## config.mk

```make
export PLATFORM = sky130hd
export DESIGN_NAME = bmp_pixel_replicate_upscaler_unit
export DESIGN_NICKNAME = d
export VERILOG_FILES = /design/src/rtl/bpru_pkg.sv /design/src/rtl/bpru_cmd_fifo.sv /design/src/rtl/bpru_front.sv /design/src/rtl/bpru_back.sv /design/src/rtl/bmp_pixel_replicate_upscaler_unit.sv
export SDC_FILE = /design/constraint.sdc
export NUM_CORES = 1
export LEC_CHECK = 0
export BUFFER_PORTS_ARGS = -buffer_cell sky130_fd_sc_hd__buf_2
export CORE_AREA = 2 2 268 270
export DETAILED_ROUTE_END_ITERATION = 7
export DIE_AREA = 0 0 270 272
export PLACE_DENSITY = 0.74
export SLEW_MARGIN = 30
export SYNTH_ARGS = -nofsm -noshare
export SYNTH_HDL_FRONTEND = slang
export SYNTH_SLANG_ARGS = --single-unit
```

## constraint.sdc

```tcl
create_clock -name clk -period 10.04 [get_ports clk]
set_input_delay 1.506 -clock clk [delete_from_list [all_inputs] [get_ports clk]]
set_output_delay 1.506 -clock clk [all_outputs]
set_load 0.1 [all_outputs]
```

## src/rtl/bpru_pkg.sv

```systemverilog
// ----------------------------------------------------------------------------
// bpru_pkg
// Shared constants and command format of the BMP pixel replicate upscaler.
// ----------------------------------------------------------------------------
package bpru_pkg;

    localparam int HEADER_BYTES    = 54;
    localparam int SIZE_FIRST      = 18;
    localparam int SIZE_LAST       = 25;
    localparam int SIZE_HELD       = 7;
    localparam int MAX_WIDTH_DEF   = 4096;
    localparam int MAX_SCALE_DEF   = 16;
    localparam int CMD_DEPTH       = 4;

    localparam logic [15:0] HEIGHT_CLAMP = 16'hFFFF;

    localparam logic [1:0] CMD_PASS  = 2'd0;
    localparam logic [1:0] CMD_SIZE  = 2'd1;
    localparam logic [1:0] CMD_PIXEL = 2'd2;

    typedef struct packed {
        logic [1:0]  kind;
        logic [63:0] data;      // pass: [7:0], size: {oh, ow}, pixel: {r, g, b}
        logic        err;
        logic [5:0]  tri_len;   // pixel bytes before output padding
        logic [5:0]  last_idx;  // index of final byte of the run
    } cmd_t;

endpackage

```

## src/rtl/bpru_cmd_fifo.sv

```systemverilog
// ----------------------------------------------------------------------------
// bpru_cmd_fifo
// Short command queue between the parser front end and the byte expander.
// ----------------------------------------------------------------------------
module bpru_cmd_fifo (
    input  logic           clk,
    input  logic           rst_n,
    input  logic           wr_en,
    input  bpru_pkg::cmd_t wr_data,
    input  logic           rd_en,
    output bpru_pkg::cmd_t rd_data,
    output logic           full,
    output logic           not_empty
);
    import bpru_pkg::*;

    localparam int AW = $clog2(CMD_DEPTH);
    localparam int CW = $clog2(CMD_DEPTH + 1);

    cmd_t          mem [CMD_DEPTH];
    logic [AW-1:0] wr_ptr_reg, wr_ptr_next;
    logic [AW-1:0] rd_ptr_reg, rd_ptr_next;
    logic [CW-1:0] count_reg, count_next;

    assign full      = (count_reg == CW'(CMD_DEPTH));
    assign not_empty = (count_reg != '0);
    assign rd_data   = mem[rd_ptr_reg];

    always_comb
    begin
        wr_ptr_next = wr_ptr_reg;
        rd_ptr_next = rd_ptr_reg;
        count_next  = count_reg;
        if (wr_en)
        begin
            wr_ptr_next = (wr_ptr_reg == AW'(CMD_DEPTH - 1)) ? '0 : wr_ptr_reg + 1'b1;
        end
        if (rd_en)
        begin
            rd_ptr_next = (rd_ptr_reg == AW'(CMD_DEPTH - 1)) ? '0 : rd_ptr_reg + 1'b1;
        end
        if (wr_en && !rd_en)
        begin
            count_next = count_reg + 1'b1;
        end
        else if (rd_en && !wr_en)
        begin
            count_next = count_reg - 1'b1;
        end
    end

    always_ff @(posedge clk or negedge rst_n)
    begin
        if (!rst_n)
        begin
            wr_ptr_reg <= '0;
            rd_ptr_reg <= '0;
            count_reg  <= '0;
        end
        else
        begin
            wr_ptr_reg <= wr_ptr_next;
            rd_ptr_reg <= rd_ptr_next;
            count_reg  <= count_next;
        end
    end

    always_ff @(posedge clk)
    begin
        if (wr_en)
        begin
            mem[wr_ptr_reg] <= wr_data;
        end
    end

endmodule

```

## src/rtl/bpru_front.sv

```systemverilog
// ----------------------------------------------------------------------------
// bpru_front
// Stream parser: tracks header and pixel position, emits one command per
// input byte that produces output.
// ----------------------------------------------------------------------------
module bpru_front #(
    parameter int MAX_WIDTH = bpru_pkg::MAX_WIDTH_DEF,
    parameter int MAX_SCALE = bpru_pkg::MAX_SCALE_DEF
) (
    input  logic           clk,
    input  logic           rst_n,
    input  logic           accept,
    input  logic [7:0]     in_byte,
    input  logic           file_start,
    input  logic [4:0]     scale,
    output logic           cmd_valid,
    output bpru_pkg::cmd_t cmd
);
    import bpru_pkg::*;

    localparam int WW = $clog2(MAX_WIDTH + 1);

    logic [5:0]    hpos_reg, hpos_next, hpos_cur;
    logic [WW-1:0] width_reg, width_next, width_cur;
    logic [15:0]   height_reg, height_next, height_cur;
    logic [WW-1:0] col_reg, col_next, col_cur;
    logic [1:0]    phase_reg, phase_next, phase_cur;
    logic [15:0]   bg_reg, bg_next, bg_cur;
    logic [1:0]    pad_reg, pad_next, pad_cur;
    logic [19:0]   rows_reg, rows_next, rows_cur;
    logic          werr_reg, werr_next, werr_cur;

    logic [7:0]    size_mem [SIZE_HELD];
    logic          size_we;
    logic [5:0]    size_off;

    logic [4:0]    s_eff;
    logic [20:0]   rows_limit;
    logic [31:0]   w_word, h_word;
    logic [36:0]   prod_w, prod_h;
    logic          active;
    logic [WW:0]   col_inc;
    logic          row_end;
    logic [3:0]    op_prod;
    logic [1:0]    out_pad;
    logic [5:0]    tri_len;
    logic          emit;

    always_comb
    begin
        if (scale == 5'd0)
        begin
            s_eff = 5'd1;
        end
        else if (scale > 5'(MAX_SCALE))
        begin
            s_eff = 5'(MAX_SCALE);
        end
        else
        begin
            s_eff = scale;
        end
    end

    assign hpos_cur   = file_start ? '0 : hpos_reg;
    assign width_cur  = file_start ? '0 : width_reg;
    assign height_cur = file_start ? '0 : height_reg;
    assign col_cur    = file_start ? '0 : col_reg;
    assign phase_cur  = file_start ? '0 : phase_reg;
    assign bg_cur     = file_start ? '0 : bg_reg;
    assign pad_cur    = file_start ? '0 : pad_reg;
    assign rows_cur   = file_start ? '0 : rows_reg;
    assign werr_cur   = file_start ? 1'b0 : werr_reg;

    assign rows_limit = height_cur * s_eff;
    assign w_word     = {size_mem[3], size_mem[2], size_mem[1], size_mem[0]};
    assign h_word     = {in_byte, size_mem[6], size_mem[5], size_mem[4]};
    assign prod_w     = w_word * s_eff;
    assign prod_h     = h_word * s_eff;
    assign active     = !werr_cur && (width_cur != '0) && ({1'b0, rows_cur} < rows_limit);
    assign col_inc    = {1'b0, col_cur} + 1'b1;
    assign row_end    = (col_inc >= {1'b0, width_cur});
    assign op_prod    = width_cur[1:0] * s_eff[1:0];
    assign out_pad    = row_end ? op_prod[1:0] : 2'd0;
    assign tri_len    = 6'({1'b0, s_eff}) + 6'({s_eff, 1'b0});
    assign size_off   = hpos_cur - 6'(SIZE_FIRST);

    always_comb
    begin
        hpos_next   = hpos_cur;
        width_next  = width_cur;
        height_next = height_cur;
        col_next    = col_cur;
        phase_next  = phase_cur;
        bg_next     = bg_cur;
        pad_next    = pad_cur;
        rows_next   = rows_cur;
        werr_next   = werr_cur;
        size_we     = 1'b0;
        emit        = 1'b0;
        cmd         = '0;
        cmd.err     = werr_cur;

        if (hpos_cur < 6'(HEADER_BYTES))
        begin
            hpos_next = hpos_cur + 1'b1;
            if (hpos_cur >= 6'(SIZE_FIRST) && hpos_cur < 6'(SIZE_LAST))
            begin
                size_we = 1'b1;
            end
            else if (hpos_cur == 6'(SIZE_LAST))
            begin
                emit = 1'b1;
                if (w_word > 32'(MAX_WIDTH))
                begin
                    werr_next  = 1'b1;
                    width_next = '0;
                end
                else
                begin
                    width_next = WW'(w_word);
                end
                if (h_word[31])
                begin
                    height_next = '0;
                end
                else if (h_word[30:16] != '0)
                begin
                    height_next = HEIGHT_CLAMP;
                end
                else
                begin
                    height_next = h_word[15:0];
                end
                cmd.kind     = CMD_SIZE;
                cmd.data     = {prod_h[31:0], prod_w[31:0]};
                cmd.err      = werr_next;
                cmd.last_idx = 6'd7;
            end
            else
            begin
                emit          = 1'b1;
                cmd.kind      = CMD_PASS;
                cmd.data[7:0] = in_byte;
            end
        end
        else if (active)
        begin
            if (pad_cur != 2'd0)
            begin
                pad_next = pad_cur - 1'b1;
                if (pad_cur == 2'd1)
                begin
                    rows_next = rows_cur + 1'b1;
                end
            end
            else if (phase_cur == 2'd0)
            begin
                bg_next    = {bg_cur[15:8], in_byte};
                phase_next = 2'd1;
            end
            else if (phase_cur == 2'd1)
            begin
                bg_next    = {in_byte, bg_cur[7:0]};
                phase_next = 2'd2;
            end
            else
            begin
                emit           = 1'b1;
                cmd.kind       = CMD_PIXEL;
                cmd.data[23:0] = {in_byte, bg_cur};
                cmd.tri_len    = tri_len;
                cmd.last_idx   = tri_len + 6'(out_pad) - 6'd1;
                phase_next     = 2'd0;
                if (row_end)
                begin
                    col_next = '0;
                    pad_next = width_cur[1:0];
                    if (width_cur[1:0] == 2'd0)
                    begin
                        rows_next = rows_cur + 1'b1;
                    end
                end
                else
                begin
                    col_next = col_inc[WW-1:0];
                end
            end
        end
    end

    assign cmd_valid = accept && emit;

    always_ff @(posedge clk or negedge rst_n)
    begin
        if (!rst_n)
        begin
            hpos_reg   <= '0;
            width_reg  <= '0;
            height_reg <= '0;
            col_reg    <= '0;
            phase_reg  <= '0;
            bg_reg     <= '0;
            pad_reg    <= '0;
            rows_reg   <= '0;
            werr_reg   <= 1'b0;
        end
        else if (accept)
        begin
            hpos_reg   <= hpos_next;
            width_reg  <= width_next;
            height_reg <= height_next;
            col_reg    <= col_next;
            phase_reg  <= phase_next;
            bg_reg     <= bg_next;
            pad_reg    <= pad_next;
            rows_reg   <= rows_next;
            werr_reg   <= werr_next;
        end
    end

    always_ff @(posedge clk)
    begin
        if (accept && size_we)
        begin
            size_mem[size_off[2:0]] <= in_byte;
        end
    end

endmodule

```

## src/rtl/bpru_back.sv

```systemverilog
// ----------------------------------------------------------------------------
// bpru_back
// Byte expander: turns one queued command into its run of output bytes.
// ----------------------------------------------------------------------------
module bpru_back (
    input  logic           clk,
    input  logic           rst_n,
    input  logic           cmd_avail,
    input  bpru_pkg::cmd_t cmd,
    output logic           cmd_take,
    input  logic           pop,
    output logic           empty,
    output logic [7:0]     out_byte,
    output logic           run_last,
    output logic           header_error
);
    import bpru_pkg::*;

    logic       cur_valid_reg, cur_valid_next;
    cmd_t       cur_reg;
    logic [5:0] cnt_reg, cnt_next;
    logic [1:0] phase_reg, phase_next;
    logic       done;

    assign empty        = !cur_valid_reg;
    assign run_last     = (cnt_reg == cur_reg.last_idx);
    assign header_error = cur_reg.err;
    assign done         = pop && cur_valid_reg && run_last;
    assign cmd_take     = cmd_avail && (!cur_valid_reg || done);

    always_comb
    begin
        unique case (cur_reg.kind)
            CMD_PASS:
            begin
                out_byte = cur_reg.data[7:0];
            end
            CMD_SIZE:
            begin
                out_byte = cur_reg.data[{cnt_reg[2:0], 3'b000} +: 8];
            end
            CMD_PIXEL:
            begin
                if (cnt_reg < cur_reg.tri_len)
                begin
                    case (phase_reg)
                        2'd0:    out_byte = cur_reg.data[7:0];
                        2'd1:    out_byte = cur_reg.data[15:8];
                        default: out_byte = cur_reg.data[23:16];
                    endcase
                end
                else
                begin
                    out_byte = 8'h00;
                end
            end
            default:
            begin
                out_byte = 8'h00;
            end
        endcase
    end

    always_comb
    begin
        cur_valid_next = cur_valid_reg;
        cnt_next       = cnt_reg;
        phase_next     = phase_reg;
        if (cmd_take)
        begin
            cur_valid_next = 1'b1;
            cnt_next       = '0;
            phase_next     = '0;
        end
        else if (done)
        begin
            cur_valid_next = 1'b0;
        end
        else if (pop && cur_valid_reg)
        begin
            cnt_next   = cnt_reg + 1'b1;
            phase_next = (phase_reg == 2'd2) ? 2'd0 : phase_reg + 1'b1;
        end
    end

    always_ff @(posedge clk or negedge rst_n)
    begin
        if (!rst_n)
        begin
            cur_valid_reg <= 1'b0;
            cnt_reg       <= '0;
            phase_reg     <= '0;
        end
        else
        begin
            cur_valid_reg <= cur_valid_next;
            cnt_reg       <= cnt_next;
            phase_reg     <= phase_next;
        end
    end

    always_ff @(posedge clk)
    begin
        if (cmd_take)
        begin
            cur_reg <= cmd;
        end
    end

endmodule

```

## src/rtl/bmp_pixel_replicate_upscaler_unit.sv

```systemverilog
// ----------------------------------------------------------------------------
// bmp_pixel_replicate_upscaler_unit: commands are queued, then registered in the expander.
// Input: 1 byte/cycle while the 4-entry command queue has room.
// Output: 1 byte/cycle on pop with a run loaded; a pixel's 3rd byte gives 3*scale+0..3 bytes.
// Async active-low reset: parser at header byte 0, queue empty, scale = 1.
// ----------------------------------------------------------------------------
module bmp_pixel_replicate_upscaler_unit #(
    parameter int MAX_WIDTH = bpru_pkg::MAX_WIDTH_DEF,
    parameter int MAX_SCALE = bpru_pkg::MAX_SCALE_DEF
) (
    input  logic       clk,
    input  logic       rst_n,
    input  logic       push,
    output logic       full,
    input  logic [7:0] in_byte,
    input  logic       file_start,
    output logic       empty,
    input  logic       pop,
    output logic [7:0] out_byte,
    output logic       run_last,
    output logic       header_error,
    input  logic       cfg_valid,
    output logic       cfg_ready,
    input  logic [4:0] cfg_data
);
    import bpru_pkg::*;

    logic [4:0] scale_reg;
    logic       accept;
    logic       front_valid;
    cmd_t       front_cmd;
    cmd_t       fifo_cmd;
    logic       fifo_avail;
    logic       fifo_take;

    assign cfg_ready = 1'b1;
    assign accept    = push && !full;

    always_ff @(posedge clk or negedge rst_n)
    begin
        if (!rst_n)
        begin
            scale_reg <= 5'd1;
        end
        else if (cfg_valid && cfg_ready)
        begin
            scale_reg <= cfg_data;
        end
    end

    bpru_front #(
        .MAX_WIDTH (MAX_WIDTH),
        .MAX_SCALE (MAX_SCALE)
    ) u_front (
        .clk        (clk),
        .rst_n      (rst_n),
        .accept     (accept),
        .in_byte    (in_byte),
        .file_start (file_start),
        .scale      (scale_reg),
        .cmd_valid  (front_valid),
        .cmd        (front_cmd)
    );

    bpru_cmd_fifo u_fifo (
        .clk       (clk),
        .rst_n     (rst_n),
        .wr_en     (front_valid),
        .wr_data   (front_cmd),
        .rd_en     (fifo_take),
        .rd_data   (fifo_cmd),
        .full      (full),
        .not_empty (fifo_avail)
    );

    bpru_back u_back (
        .clk          (clk),
        .rst_n        (rst_n),
        .cmd_avail    (fifo_avail),
        .cmd          (fifo_cmd),
        .cmd_take     (fifo_take),
        .pop          (pop),
        .empty        (empty),
        .out_byte     (out_byte),
        .run_last     (run_last),
        .header_error (header_error)
    );

endmodule

```

# --- Word level (Yosys, flattened, before mapping) ---
# Memories as Yosys holds them, arrays and structs flattened. A register that Yosys moved wholly into a read port is not among the register bits.
# Cells that the tools add are included.
word_totals:
  reg_bits: 110
  n_memories: 2
  out_inout_bits: 13
  input_bits: 19
  ram_bits: 372
  wordCells: 195
classes:
  n_mux: 108
  n_lt_le_gt_ge: 8
  n_eq_ne: 12
  shift: 1
  addsub: 14
  reduce_logical: 30
  n_mul: 4
memory_table:
  columns: ["memory", "words", "width", "read_ports", "rd_ports_with_merged_regs", "wr", "line_no", "text"]
  rows:
  - ["u_fifo.mem", 4, 79, 1, 1, 1, "bpru_cmd_fifo.sv:20", "cmd_t mem [CMD_DEPTH];"]
  - ["u_front.size_mem", 7, 8, 7, 0, 1, "bpru_front.sv:33", "logic [7:0] size_mem [SIZE_HELD];"]
op_table:
  columns: ["cell", "n"]
  rows:
  - ["$mux 16", 12]
  - ["$mux 20", 9]
  - ["$mux 13", 12]
  - ["$mux 24", 5]
  - ["$mux 67", 1]
  - ["$mul 32x5->32", 2]
  - ["$shiftx 64x7->8", 1]
  - ["$mux 56", 1]
  - ["$mux 2", 25]
  - ["$mux 12", 4]
  - ["$mux 6", 8]
  - ["$mux 40", 1]
  - ["$gt 32x13->1 const B", 1]
  - ["$pmux 8 s3", 1]
  - ["$lt 20x21->1", 1]
  - ["$mul 16x5->21", 1]
  - ["$mux 1", 21]
  - ["$add 20x1->20 const B", 1]
  - ["$mux 8", 2]
  - ["$pmux 8 s2", 1]
  - ["$reduce_bool 15->1", 1]
  - ["$add 13x1->14 const B", 1]
  - ["$ge 14x13->1", 1]
  - ["$reduce_bool 13->1", 1]
  - ["31 further kinds", 63]

# --- Depth between registers and ports, before layout ---
logic_depth:
  depth_word: 13
  ltp_mapped: 38
  depth_no_buf: 34

# --- Cells and area by module ---
# From an unflattened synthesis, not the netlist that was laid out.
unflattened:
  cells_unflattened: 2993
  area_unflattened_um2: 35412.7
by_module_without_submodules:
  columns: ["mod", "n_inst", "area_each_um2", "cells_per_inst", "seq_area_each_um2"]
  rows:
  - ["bpru_front", 1, 19426.1, 2290, 3908.7]
  - ["bpru_cmd_fifo", 1, 11892.7, 450, 9664.3]
  - ["bpru_back", 1, 3893.7, 240, 2597.5]
  - ["bmp_pixel_replicate_upscaler_unit", 1, 200.2, 13, 126.4]

# --- Least setup slack after synthesis ---
# OpenSTA, ideal clock, no wires.
synth_path:
  kind: "input to register"
  from: "input file_start"
  to: "memory u_fifo.mem[0][0] in the netlist's numbering, enable pin"
  arrival_ns: 9.772
  setup_time_ns: 0.446
  slack_ns: -0.178
  path_stages: 30
  required_ns: 9.594
  path_buffers: 6
  cell_sequence: "buf_2 > clkbuf_1 > buf_1 > buf_1 > clkbuf_1 > nor2b_1 > and2_1 > fa_1 > fa_1 > inv_1 > fa_1 > inv_1 > ha_1 > clkbuf_1 > a211o_1 > a31o_2 > a31oi_1 > nand2b_1 > a21oi_1 > xor2_1 > ha_1 > a41o_1 > a21o_1 > a211o_1 > a21oi_1 > o31a_2 > o31ai_2 > nand2b_4 > a21oi_2 > and2_1"
synth_between:
  elab_chain_len: 10
  elab_cells_between_ends: 29
  cone_classes: "1 x mul; 4 x order compare; 1 x eq/ne; 15 x mux; 8 x reduce/logical"
synth_lines:
  columns: ["item", "line_no", "text"]
  rows:
  - ["from (decl)", "bmp_pixel_replicate_upscaler_unit.sv:16", "input logic file_start,"]
  - ["branches (longest 6 deep; another with $mul 16x5->21)", null, null]
  - ["$mux 1 *", "bpru_front.sv:104", "if (hpos_cur < 6'(HEADER_BYTES))"]
  - ["$logic_and 1x1->1 *", "bpru_front.sv:192", "assign cmd_valid = accept && emit;"]
  - ["named net front_valid", "bmp_pixel_replicate_upscaler_unit.sv:30", "logic front_valid;"]
  - ["$mux 1 *", "bpru_cmd_fifo.sv:70", "if (wr_en)"]
  - ["$mux 1 (implied by the code) *", "bpru_cmd_fifo.sv:72", "mem[wr_ptr_reg] <= wr_data;"]
  - ["to (decl)", "bpru_cmd_fifo.sv:20", null]
# Mark *: on every way through the listed nets, which the timed path passes.

# --- Worst setup path in the final report ---
layout_path:
  from: "input file_start"
  to: "memory u_fifo.mem[1][54] in the netlist's numbering, enable pin"
# Same word-level chain as after synthesis.

==> results.ini <==
[pwr]
leakagePower_nw = 15.4
power.share.switching = 0.323
clkPwrFrac = 0.283
p_sw_mw = 2.37
power_frac_seq = 0.422
power_density_nw_per_um2 = 193
power.internal_mw = 4.97
p_comb_frac = 0.295
irDropWorstVdd_mv = 0.166

[global_route]
antenna_found_initial = 0
grt.overflow.total = 0
first_global_vias = 22611
grt_pass1_wl_mm = 128
track_usage = 0.219
grt_max_degree = 80

[synth]
synth_cell_types = 84
syn_area_um2 = 34900
syn_avg_cell_area_um2 = 11.9
ys_async_sr_fraction = 0.196
synth_seq_cells = 561
syn_nets = 3324
synthCells = 2937
ys.flop_type = edfxtp_1
yosysWarnings = 0
ys_seq_area_frac = 0.467
synth_edf_count = 451

[timing]
drv_slew = 0
period_minus_slack_ps = 8650
setup_viol = 0
tns_ps = 0
period_share = 0.861
worst_clock_skew_ps = 44.1
hold_viol = 0
fmax_mhz = 116
worst_slack_ps = 1390
relSlewSlack = 0.338
rsz0062_at_grt = false
hold_slack_ps = 477
worst_pin_slew_ps = 994

[die]
die_area_um2 = 73400
coreArea_um2 = 70800
die_x_um = 270
num_io_pins = 32
rows = 98
start_util = 0.494
fp.dieH_um = 272

[place]
portBuffers = 30
place_area_um2 = 36100
place_ws_ps = 813
place_hpwl_mm = 54.3
place_congestion = 0.862

[critical_path]
crit_path_max_fanout = 46
startpoint_type = primary input
end_kind = register
critPathKind = primary input to register
max_stage_delay_ps = 590
arrival_ps = 8920
cp_slowest_cell = fa_1
cp_data_required_time_ps = 10310

[clock_network]
postCtsHoldBufs = 0
clock_latency_ps = 630
clock_path_buffers = 3
postCtsResizedCells = 0
post-cts-setup-buffers = 0
root_buffer = clkbuf_16
cts_tree = built
clk_pin_slew_ps = 60
cts_num_sinks = 561
htreeDepth = 2
cts_made_buffers = 56

[layout]
area_growth_pct = 8.67
final_area_um2 = 38000
register_area_um2 = 16300
utilization = 0.536
fillers = 5859
layout.nets = 3306
n_antenna_cell = 0
multiInputGateArea_um2 = 17200
drive_above_1_share = 0.103
largest_register_ffs = 316

[status]
status = finished, final reports clean

[route]
antenna_left = 0
totalWireLength_mm = 79.6
remaining_drc_errors = 0
num_vias = 22812
vias_per_cell = 5.83
drt_iter0_drc = 1961
wl_per_cell_um = 20.3
dr.pass1.iters = 8

[flow_run]
maxCapViolCount = 0

[hold_path]
worstHoldPathType = register to register

## per-layer routing
metal / global-route usage / routed length [um]
met5: 0 / 0
met1: 0.317 / 35200
met4: 0.0446 / 1450
met2: 0.359 / 37900
met3: 0.0262 / 5050
## stage by stage
stage / cells / total power [mW]
CTS: 3916 / 7.39
global placement: 3811 / 5.25
floorplan: 2937 / 4.70
global route: 3916 / 7.71
finish: 3916 / 7.34
detailed placement: 3811 / 5.30
## cells by family (layout without fill, tap and decap cells)
logic type,after synthesis,in the layout,share of synthesized area
muxes,137,137,0.0737
other,1,1,0.000107
adders and majority gates,368,368,0.177
xor gates and xnor gates,103,103,0.0258
AOI/OAI and AO/OA,448,448,0.0854
and+or+nand+nor,933,933,0.129
DFF,561,561,0.467
buffers and inverters,386,415,0.0422
## Yosys cell counts, drive strengths merged, types with 41 or more instances
cell	count	share of area
edfxtp	451	0.39
nand2	355	0.038
inv	248	0.027
fa	211	0.12
nor2	169	0.018
ha	157	0.056
and2	132	0.024
o21ai	127	0.018
dfrtp	109	0.078
clkbuf	107	0.012
mux4	95	0.061
a21oi	90	0.013
nand3	60	0.0086
xnor2	53	0.013
xor2	50	0.013
a21o	48	0.010
nor2b	41	0.0073
## layout make-up
| cell class | instances | share of cell area |
|---|---|---|
| repair buffers | 62 | 0.0117 |
| well taps | 950 | 0.0313 |
| flip-flops and latches | 561 | 0.430 |
| inverters | 248 | 0.0245 |
| clock buffers | 71 | 0.0397 |
| multi-input cells | 1990 | 0.454 |
| clock inverters | 34 | 0.00880 |
## critical path, delay by kind of cell
family          cells  cell delay (ps)
fa+ha+maj           5             2080
xor+xnor            1              170
compound gates     11             2310
simple gates        7             1570
buf+inv             5             1180
## layout by cell type, fill, tap and decap left out, types with 12 or more instances in the layout
cell and count:
a21o_1 48, nor4_1 23, clkinv_2 13, buf_4 29, edfxtp_1 451, o21a_1 14, xnor2_1 53, o21ai_0 121
nor3_1 28, inv_1 244, nand4_1 19, nand2_1 355, nor2b_1 39, mux4_2 95, nand2b_1 25, buf_2 29
xor2_1 50, clkbuf_16 56, ha_1 157, dfrtp_1 106, fa_1 211, or3_1 12, a31oi_1 14, a211oi_1 14
a22o_1 36, mux2i_1 32, and3_1 27, nand3_1 59, and2_1 128, nor2_1 169, a21oi_1 87
## final timing paths
kind,startpoint,to,slack [ps],depth (start not counted)
min reg2reg,u_front.rows_reg[17],u_front.rows_reg[17],480,2
max reg2reg,scale_reg[4],u_fifo.mem[1][54],1740,29
min in group asynchronous,rst_n,u_front.rows_reg[18],980,1
min,u_front.rows_reg[17],u_front.rows_reg[17],480,2
max,file_start,u_fifo.mem[1][54],1390,29
max in group asynchronous,rst_n,u_fifo.wr_ptr_reg[0],7750,2
## power by group through the flow
stage	registers (mW)	logic, mW	clock network [mW]
final	3.10	2.16	2.08
after global routing	3.13	2.37	2.20
after CTS	3.10	2.17	2.11
after detailed placement	3.14	2.15	0
after global placement	3.13	2.13	0
after floorplan	3.01	1.69	0
(Power assumes the default switching activity.)
